`config.mk`:
```
export PLATFORM = sky130hd
export DESIGN_NAME = gregorian_date_decrement
export DESIGN_NICKNAME = d
export VERILOG_FILES = /design/src/rtl/gdd_pkg.sv /design/src/rtl/gdd_step.sv /design/src/rtl/gregorian_date_decrement.sv
export VERILOG_INCLUDE_DIRS = /design/src /design/src/rtl
export SDC_FILE = /design/constraint.sdc
export NUM_CORES = 1
export LEC_CHECK = 0
export BUFFER_PORTS_ARGS = -buffer_cell sky130_fd_sc_hd__buf_2
export CAP_MARGIN = 20
export CORE_AREA = 2 2 134 136
export DETAILED_ROUTE_END_ITERATION = 12
export DIE_AREA = 0 0 136 138
export HOLD_SLACK_MARGIN = 0.02
export PLACE_DENSITY = 0.73
export SETUP_SLACK_MARGIN = 0.3
export SLEW_MARGIN = 20
export SYNTH_ARGS = -nofsm -noshare
export SYNTH_HDL_FRONTEND = slang
export SYNTH_SLANG_ARGS = --single-unit
```
`constraint.sdc`:
```
create_clock -name clk -period 6.9 [get_ports clk]
set_clock_uncertainty 0.1 [all_clocks]
set_input_delay 0.345 -clock clk [delete_from_list [all_inputs] [get_ports clk]]
set_output_delay 0.345 -clock clk [all_outputs]
set_load 0.01 [all_outputs]
```
`src/rtl/assert_macros.svh`:
```
// assertion macros for the rtl of the date decrement block
`ifndef ASSERT_MACROS_SVH
`define ASSERT_MACROS_SVH

// clocked check, held off while reset is high
`define ASSERT_CLK(lbl, prop, msg) \
  lbl: assert property (@(posedge clk) disable iff (rst) (prop)) else $error(msg);

// clocked check that also holds during reset
`define ASSERT_CLK_ALWAYS(lbl, prop, msg) \
  lbl: assert property (@(posedge clk) (prop)) else $error(msg);

`endif

```
`src/rtl/gdd_pkg.sv`:
```
// types, constants and calendar helpers of the date decrement block
`default_nettype none

package gdd_pkg;

  localparam int COUNT_BITS_DEF = 12;

  // year bits folded into the mod-25 residue after the sign bit
  localparam int RES_BITS = 15;

  localparam logic [4:0]  RES_MOD  = 5'd25;
  // residue of 32767 mod 25, taken when the year wraps from -32768
  localparam logic [4:0]  RES_WRAP = 5'd17;
  localparam logic [15:0] YEAR_MIN = 16'h8000;

  localparam logic [3:0] MONTH_JAN = 4'd1;
  localparam logic [3:0] MONTH_FEB = 4'd2;
  localparam logic [3:0] MONTH_DEC = 4'd12;
  localparam logic [4:0] DAY_LAST  = 5'd31;

  typedef enum logic [2:0] {
    MODE_DAY        = 3'd0,
    MODE_WEEK       = 3'd1,
    MODE_MONTH      = 3'd2,
    MODE_YEAR       = 3'd3,
    MODE_DECADE     = 3'd4,
    MODE_CENTURY    = 3'd5,
    MODE_MILLENNIUM = 3'd6,
    MODE_NONE       = 3'd7
  } mode_t;

  typedef enum logic [1:0] {
    OP_DAY,
    OP_MONTH,
    OP_RES
  } step_op_t;

  typedef enum logic [1:0] {
    ST_IDLE,
    ST_RES,
    ST_STEP,
    ST_DONE
  } state_t;

  // working date plus the year's residue mod 25
  typedef struct packed {
    logic [4:0]  day;
    logic [3:0]  month;
    logic [15:0] year;
    logic [4:0]  res;
  } date_t;

  // divisible by 4, and by 25 only together with 16
  function automatic logic is_leap(input logic [15:0] year, input logic [4:0] res);
    return (year[1:0] == 2'b00) && ((res != 5'd0) || (year[3:0] == 4'd0));
  endfunction

  function automatic logic [4:0] month_days(input logic [3:0] month, input logic leap);
    logic [4:0] len;
    len = DAY_LAST;
    unique case (month)
      4'd2:                      len = leap ? 5'd29 : 5'd28;
      4'd4, 4'd6, 4'd9, 4'd11:   len = 5'd30;
      default:                   len = DAY_LAST;
    endcase
    return len;
  endfunction

  function automatic logic [15:0] year_scale(input mode_t mode);
    logic [15:0] k;
    k = 16'd1;
    unique case (mode)
      MODE_DECADE:     k = 16'd10;
      MODE_CENTURY:    k = 16'd100;
      MODE_MILLENNIUM: k = 16'd1000;
      default:         k = 16'd1;
    endcase
    return k;
  endfunction

endpackage

`default_nettype wire

```
`src/rtl/gdd_step.sv`:
```
// shared step unit: one day back, one month back, or one residue bit
`default_nettype none

module gdd_step (
  input  var gdd_pkg::step_op_t op,
  input  var gdd_pkg::date_t    cur,
  input  wire logic             bit_in,
  output gdd_pkg::date_t        nxt
);

  logic       leap;
  logic [4:0] res_dec;
  logic [5:0] res_dbl;
  logic [4:0] len;
  logic [3:0] month_prev;

  always_comb begin
    leap       = gdd_pkg::is_leap(cur.year, cur.res);
    res_dec    = (cur.year == gdd_pkg::YEAR_MIN) ? gdd_pkg::RES_WRAP :
                 ((cur.res == 5'd0) ? (gdd_pkg::RES_MOD - 5'd1) : (cur.res - 5'd1));
    res_dbl    = {cur.res, bit_in};
    month_prev = cur.month - 4'd1;
    len        = gdd_pkg::month_days(month_prev, leap);
    nxt        = cur;
    unique case (op)
      gdd_pkg::OP_DAY: begin
        if (cur.day <= 5'd1) begin
          if (cur.month <= gdd_pkg::MONTH_JAN) begin
            nxt.month = gdd_pkg::MONTH_DEC;
            nxt.day   = gdd_pkg::DAY_LAST;
            nxt.year  = cur.year - 16'd1;
            nxt.res   = res_dec;
          end else begin
            nxt.month = month_prev;
            nxt.day   = len;
          end
        end else begin
          nxt.day = cur.day - 5'd1;
        end
      end
      gdd_pkg::OP_MONTH: begin
        if (cur.month <= gdd_pkg::MONTH_JAN) begin
          nxt.month = gdd_pkg::MONTH_DEC;
          nxt.year  = cur.year - 16'd1;
          nxt.res   = res_dec;
          // december is always 31 days, nothing to clamp
        end else begin
          nxt.month = month_prev;
          if (cur.day > len) begin
            nxt.day = len;
          end
        end
      end
      gdd_pkg::OP_RES: begin
        nxt.res = (res_dbl >= {1'b0, gdd_pkg::RES_MOD}) ?
                  5'(res_dbl - {1'b0, gdd_pkg::RES_MOD}) : res_dbl[4:0];
      end
      default: begin
        nxt = cur;
      end
    endcase
  end

endmodule

`default_nettype wire

```
`src/rtl/gregorian_date_decrement.sv`:
```
// top level of the gregorian date decrement block
`default_nettype none

// Moves a Gregorian date back by count days, weeks, months, years, decades,
// centuries or millennia, one request at a time. Day, week and month requests
// run on one shared step unit: after the request is taken, the year is folded
// into its residue mod 25 (used for the leap test) one bit at a time, then the
// unit takes one step per day (7 per week) or per month. Year-based units, the
// unused unit code and a zero count skip the step unit and use one 16 by 16
// multiply. A finished date sits in the output register while the next request
// is accepted. The year wraps modulo 2^16; day 0 is read as 1 and month 0 or
// 13..15 as 1 or 12.
module gregorian_date_decrement #(
  parameter int COUNT_BITS = gdd_pkg::COUNT_BITS_DEF
) (
  input  wire logic                  clk,
  input  wire logic                  rst,
  // request channel
  input  wire logic                  in_valid,
  output logic                       in_stall,
  input  wire logic [2:0]            mode,
  input  wire logic [COUNT_BITS-1:0] count,
  input  wire logic [4:0]            day_in,
  input  wire logic [3:0]            month_in,
  input  wire logic signed [15:0]    year_in,
  // result channel
  output logic                       out_valid,
  input  wire logic                  out_stall,
  output logic [4:0]                 day_out,
  output logic [3:0]                 month_out,
  output logic signed [15:0]         year_out
);

  `include "assert_macros.svh"

  localparam int STEP_BITS = COUNT_BITS + 3;
  localparam int BCNT_BITS = $clog2(gdd_pkg::RES_BITS);

  gdd_pkg::state_t   state, state_next;
  gdd_pkg::mode_t    mode_r;
  gdd_pkg::mode_t    mode_in;
  gdd_pkg::step_op_t op;
  gdd_pkg::date_t    work, step_nxt;

  logic [STEP_BITS-1:0]          steps;
  logic [STEP_BITS-1:0]          steps_init;
  logic [gdd_pkg::RES_BITS-1:0]  shreg;
  logic [BCNT_BITS-1:0]          bcnt;
  logic                          accept;
  logic                          out_free;
  logic                          load_out;
  logic                          iterate;
  logic                          year_mode;
  logic [4:0]                    day_fix;
  logic [3:0]                    month_fix;
  logic [15:0]                   year_sub;
  logic [4:0]                    day_r;
  logic [3:0]                    month_r;
  logic [15:0]                   year_r;

  // request decode and input fix-ups
  always_comb begin
    mode_in    = gdd_pkg::mode_t'(mode);
    steps_init = (mode_in == gdd_pkg::MODE_WEEK) ?
                 ((STEP_BITS'(count) << 3) - STEP_BITS'(count)) : STEP_BITS'(count);
    year_mode  = (mode_in == gdd_pkg::MODE_YEAR) || (mode_in == gdd_pkg::MODE_DECADE) ||
                 (mode_in == gdd_pkg::MODE_CENTURY) || (mode_in == gdd_pkg::MODE_MILLENNIUM);
    // day, week and month requests with work to do go through the step unit
    iterate    = ((mode_in == gdd_pkg::MODE_DAY) || (mode_in == gdd_pkg::MODE_WEEK) ||
                  (mode_in == gdd_pkg::MODE_MONTH)) && (steps_init != '0);
    day_fix    = (day_in == 5'd0) ? 5'd1 : day_in;
    month_fix  = (month_in == 4'd0) ? gdd_pkg::MONTH_JAN :
                 ((month_in > gdd_pkg::MONTH_DEC) ? gdd_pkg::MONTH_DEC : month_in);
    // scaled year count, kept to 16 bits as the year wraps anyway
    year_sub   = 16'(16'(count) * gdd_pkg::year_scale(mode_in));
  end

  assign in_stall = (state != gdd_pkg::ST_IDLE);
  assign accept   = in_valid && !in_stall;
  assign out_free = !out_valid || !out_stall;

  // sequencer
  always_comb begin
    state_next = state;
    op         = gdd_pkg::OP_RES;
    load_out   = 1'b0;
    unique case (state)
      gdd_pkg::ST_IDLE: begin
        if (in_valid) begin
          state_next = iterate ? gdd_pkg::ST_RES : gdd_pkg::ST_DONE;
        end
      end
      gdd_pkg::ST_RES: begin
        op = gdd_pkg::OP_RES;
        if (bcnt == '0) begin
          state_next = gdd_pkg::ST_STEP;
        end
      end
      gdd_pkg::ST_STEP: begin
        op = (mode_r == gdd_pkg::MODE_MONTH) ? gdd_pkg::OP_MONTH : gdd_pkg::OP_DAY;
        if (steps == STEP_BITS'(1)) begin
          state_next = gdd_pkg::ST_DONE;
        end
      end
      gdd_pkg::ST_DONE: begin
        // hand over once the output register is free
        if (out_free) begin
          load_out   = 1'b1;
          state_next = gdd_pkg::ST_IDLE;
        end
      end
      default: begin
        state_next = gdd_pkg::ST_IDLE;
      end
    endcase
  end

  gdd_step u_step (
    .op     (op),
    .cur    (work),
    .bit_in (shreg[gdd_pkg::RES_BITS-1]),
    .nxt    (step_nxt)
  );

  always_ff @(posedge clk) begin
    if (rst) begin
      state     <= gdd_pkg::ST_IDLE;
      out_valid <= 1'b0;
    end else begin
      state <= state_next;
      if (load_out) begin
        out_valid <= 1'b1;
      end else if (!out_stall) begin
        out_valid <= 1'b0;
      end
    end
  end

  // working registers
  always_ff @(posedge clk) begin
    if (accept) begin
      mode_r     <= mode_in;
      steps      <= steps_init;
      shreg      <= year_in[gdd_pkg::RES_BITS-1:0];
      bcnt       <= BCNT_BITS'(gdd_pkg::RES_BITS - 1);
      work.day   <= day_fix;
      work.month <= month_fix;
      work.year  <= year_mode ? (year_in - year_sub) : year_in;
      // the sign bit weighs -2^15, seeded as -1 before the doublings
      work.res   <= year_in[15] ? (gdd_pkg::RES_MOD - 5'd1) : 5'd0;
    end else if (state == gdd_pkg::ST_RES) begin
      work  <= step_nxt;
      shreg <= shreg << 1;
      bcnt  <= bcnt - BCNT_BITS'(1);
    end else if (state == gdd_pkg::ST_STEP) begin
      work  <= step_nxt;
      steps <= steps - STEP_BITS'(1);
    end
  end

  // output register
  always_ff @(posedge clk) begin
    if (load_out) begin
      day_r   <= work.day;
      month_r <= work.month;
      year_r  <= work.year;
    end
  end

  assign day_out   = day_r;
  assign month_out = month_r;
  assign year_out  = year_r;

  `ASSERT_CLK(a_accept_leaves_idle, accept |=> (state != gdd_pkg::ST_IDLE),
    "accepted request did not start work")
  `ASSERT_CLK(a_step_has_work, (state == gdd_pkg::ST_STEP) |-> (steps != '0),
    "step state entered with no steps left")
  `ASSERT_CLK(a_iter_mode, (state == gdd_pkg::ST_RES) |-> ((mode_r == gdd_pkg::MODE_DAY) ||
    (mode_r == gdd_pkg::MODE_WEEK) || (mode_r == gdd_pkg::MODE_MONTH)),
    "iterating on a year-based unit")
  `ASSERT_CLK(a_res_range, (state == gdd_pkg::ST_STEP) |-> (work.res < gdd_pkg::RES_MOD),
    "year residue out of range")
  `ASSERT_CLK(a_month_range, (state == gdd_pkg::ST_STEP) |->
    ((work.month >= gdd_pkg::MONTH_JAN) && (work.month <= gdd_pkg::MONTH_DEC)),
    "working month out of range")

endmodule

`default_nettype wire

```
==> flow_summary.yaml <==
run_status:
  outcome: "completed"
cts:
  clock_sink_count: 95
  tritoncts: "built"
  cts_root_buf: "sky130_fd_sc_hd__clkbuf_16"
  postCtsSetupRepairBufs: 0
  clock_latency_on_the_worst_skew_pair_ps: 350
  cts_made_buffers: 9
  clk_path_buf_depth: 2
  cts_max_level: 3
  clkSlewWorstSetupHoldPaths_ps: 70
routing:
  drt_iter0_drc: 591
  final_routed_wirelength_um: 20800
  route.detailed.wl_per_inst_um: 16.0
  number_of_design_rule_violations_left_after_detail_routing: 0
  postRouteAntennaNets: 0
  viasPerCell: 5.55
  vias: 7207
  dr.pass1.iters: 5
floorplan:
  floorplan.die.height_um: 138
  io_pins: 71
  initial_core_utilization: 0.531
  number_of_cell_rows: 49
  floorplan.die.width_um: 136
  core_area_um2: 17500
  dieArea_um2: 18800
logic_synthesis:
  syn_area_um2: 9300
  synth_adder_area_share: 0.261
  yosys_warnings: 0
  post_synth_mux_area_share: 0.00215
  xor_xnor_fraction_of_synth_area: 0.0668
  synth.lib_cells_used.distinct: 70
  synth_top_family_by_area: "adder cells"
  postSynthCellCount: 1005
  syn-num-nets: 1201
  proportion_of_synthesized_flip_flops_having_asynchronous_set_or_reset: 0
  synth-simple-area-share: 0.155
  synth_seq_area_share: 0.299
  postSynth.topFlopCell: "sky130_fd_sc_hd__edfxtp_1"
  syn_avg_cell_area_um2: 9.26
  yosys_register_bits: 95
  number_of_synthesized_flops_with_an_enable_pin: 88
  synth-compound-area-share: 0.134
worst_setup_path:
  worst_setup_path_end_kind: "flip-flop"
  max_stage_delay_ps: 530
  cp_data_required_time_ps: 6950
  path_cells: "buf_2 > nor3b_2 > buf_4 > and2_1 > fa_1 > fa_1 > fa_1 > inv_1 > fa_1 > inv_1 > fa_1 > inv_1 > ha_1 > a2111oi_0 > a221oi_1 > o21ai_1 > a21boi_1 > xnor2_1 > a221oi_1"
  critical-path-top-cell-by-count: "sky130_fd_sc_hd__fa_1"
  crit_fanout: 26
  timing.setup.critical_path_class: "primary input to flip-flop"
  type_of_origin_of_the_critical_path: "primary input"
  timing.critical_path.slowest_stage_cell: "sky130_fd_sc_hd__a2111oi_0"
  worst_path_arrival_time_ps: 5950
timing:
  layout_worst_path_cycle_share: 0.855
  finalSetupViolCount: 0
  max_freq_ghz: 0.169
  timing_hold_violations_final: 0
  rsz_0062_raised_after_global_routing: "no"
  clock_period_minus_worst_slack_ps: 5900
  final_max_slew_viol_count: 0
  totalNegativeSetupSlack_ps: 0
  worst_slew_margin_rel: 0.449
  worst-slew-pin-transition_ps: 826
global_route:
  globalRoute.totalOverflow: 0
  number_of_antenna_violations_at_the_first_check_in_global_routing: 0
  grt_pass1_wl_um: 34600
  grt_max_degree: 91
  track_usage: 0.231
  first_global_vias: 7002
power_and_ir_drop:
  power_leakage_nw: 4.48
  vdd_ir_drop_max_v: 0.000169
  powerDensity_nw_per_um2: 338
  power_mw: 3.45
placement:
  place.detailed.hpwl_um: 16700
  port_buffers: 70
  finalWeightedCongestion: 0.903
finish:
  mostFrequentLayoutCells: "sky130_fd_sc_hd__inv_1 (166), sky130_fd_sc_hd__nand2_1 (97), sky130_fd_sc_hd__edfxtp_1 (88), sky130_fd_sc_hd__ha_1 (82)"
  layout.cells.most_common: "sky130_fd_sc_hd__inv_1"
  drive_gt1_frac: 0.109
  seqCellArea_um2: 2780
  final_net_count: 1260
  multi_input_area_um2: 5770
  layout-area-overhead-vs-synth_pct: 9.56
  fill_cells: 1557
  diodes: 0
worst_hold_path:
  min-delay-path-class: "primary input to flip-flop"
run:
  maxCapViolCount: 0
-- synthesized netlist by cell type, types with 5 or more instances --
| master | n | area share |
|---|---|---|
| sky130_fd_sc_hd__xnor2_1 | 48 | 0.045 |
| sky130_fd_sc_hd__fa_1 | 70 | 0.15 |
| sky130_fd_sc_hd__ha_1 | 82 | 0.11 |
| sky130_fd_sc_hd__nand3_1 | 13 | 0.0070 |
| sky130_fd_sc_hd__and2_1 | 15 | 0.010 |
| sky130_fd_sc_hd__nor4_1 | 17 | 0.011 |
| sky130_fd_sc_hd__a21oi_1 | 43 | 0.023 |
| sky130_fd_sc_hd__clkbuf_1 | 28 | 0.011 |
| sky130_fd_sc_hd__nand2b_1 | 10 | 0.0067 |
| sky130_fd_sc_hd__a21o_1 | 6 | 0.0048 |
| sky130_fd_sc_hd__nor2_1 | 60 | 0.024 |
| sky130_fd_sc_hd__a31oi_1 | 9 | 0.0061 |
| sky130_fd_sc_hd__xor2_1 | 23 | 0.022 |
| sky130_fd_sc_hd__inv_1 | 166 | 0.067 |
| sky130_fd_sc_hd__o31ai_1 | 8 | 0.0065 |
| sky130_fd_sc_hd__nor3b_1 | 7 | 0.0056 |
| sky130_fd_sc_hd__o211ai_1 | 5 | 0.0040 |
| sky130_fd_sc_hd__a211oi_1 | 9 | 0.0073 |
| sky130_fd_sc_hd__nor3_1 | 34 | 0.018 |
| sky130_fd_sc_hd__o22ai_1 | 5 | 0.0034 |
| sky130_fd_sc_hd__and3_1 | 14 | 0.0094 |
| sky130_fd_sc_hd__edfxtp_1 | 88 | 0.28 |
| sky130_fd_sc_hd__dfxtp_1 | 7 | 0.015 |
| sky130_fd_sc_hd__o21ai_0 | 54 | 0.029 |
| sky130_fd_sc_hd__nand2_1 | 98 | 0.040 |
-- through the flow --
step | setup WS, ps | cell area, um^2 | util | hold WS, ps | cells
after global placement | 633 | 9900 | 0.565 | 368 | 1282
after detailed placement | 440 | 9900 | 0.565 | 366 | 1282
after CTS | 797 | 10200 | 0.581 | 116 | 1298
final | 999 | 10200 | 0.581 | 116 | 1298
after global routing | 446 | 10200 | 0.581 | 130 | 1298
after floorplan | 1040 | 9300 | - | 317 | 1005
-- cell families after synthesis --
family | after synthesis
and+or+nand+nor | 295
adders and majority gates | 152
buffers and inverters | 201
DFF | 95
muxes | 2
xor gates and xnor gates | 71
AOI/OAI and AO/OA | 189
-- report_power, final --
part | switching [mW] | internal, mW
Clock | 0.237 | 0.253
Sequential | 0.189 | 0.976
Combinational | 1.05 | 0.742
-- flip-flops by register name (all words and copies together) (netlist names), 2 cells and up --
name	cells
steps	15
bcnt	4
state	2
month_out	4
mode_r	3
shreg	15
work	30
day_out	5
year_out	16
-- timing repair --
action,4_1_cts,5_1_grt
hold buffers,0,0
gates resized for setup,0,1
setup endpoints to repair,0,2
-- final cells by class --
| class | instances | share of cell area |
|---|---|---|
| tap | 229 | 0.0281 |
| sequential | 95 | 0.273 |
| clock inverter | 7 | 0.00601 |
| timing repair buffer | 82 | 0.0432 |
| multi-input combinational | 709 | 0.566 |
| inverter | 167 | 0.0615 |
| clock buffer | 9 | 0.0221 |
-- per-layer routing --
metal,global-route usage,share of wire,vias up
li1,-,-,3539
met1,0.333,0.45,3437
met2,0.366,0.47,203
met3,0.0260,0.054,28
met4,0.0735,0.020,0
met5,0,0,-
-- worst paths after layout --
path | start | endpoint | slack, ps | cells past startpoint
max | mode[0] | work[19] | 1000 | 19
min | rst | out_valid | 120 | 2
max reg2reg | work[5] | work[29] | 3630 | 12
min reg2reg | work[12] | year_out[7] | 390 | 0
-- worst max-delay path, delay by kind of cell --
kind	cells	cell delay [ps]
buf+inv	5	690
fa+ha+maj	6	2770
xor+xnor	1	160
compound gates	5	1360
simple gates	2	630
Power figures use the tool's default switching activity.
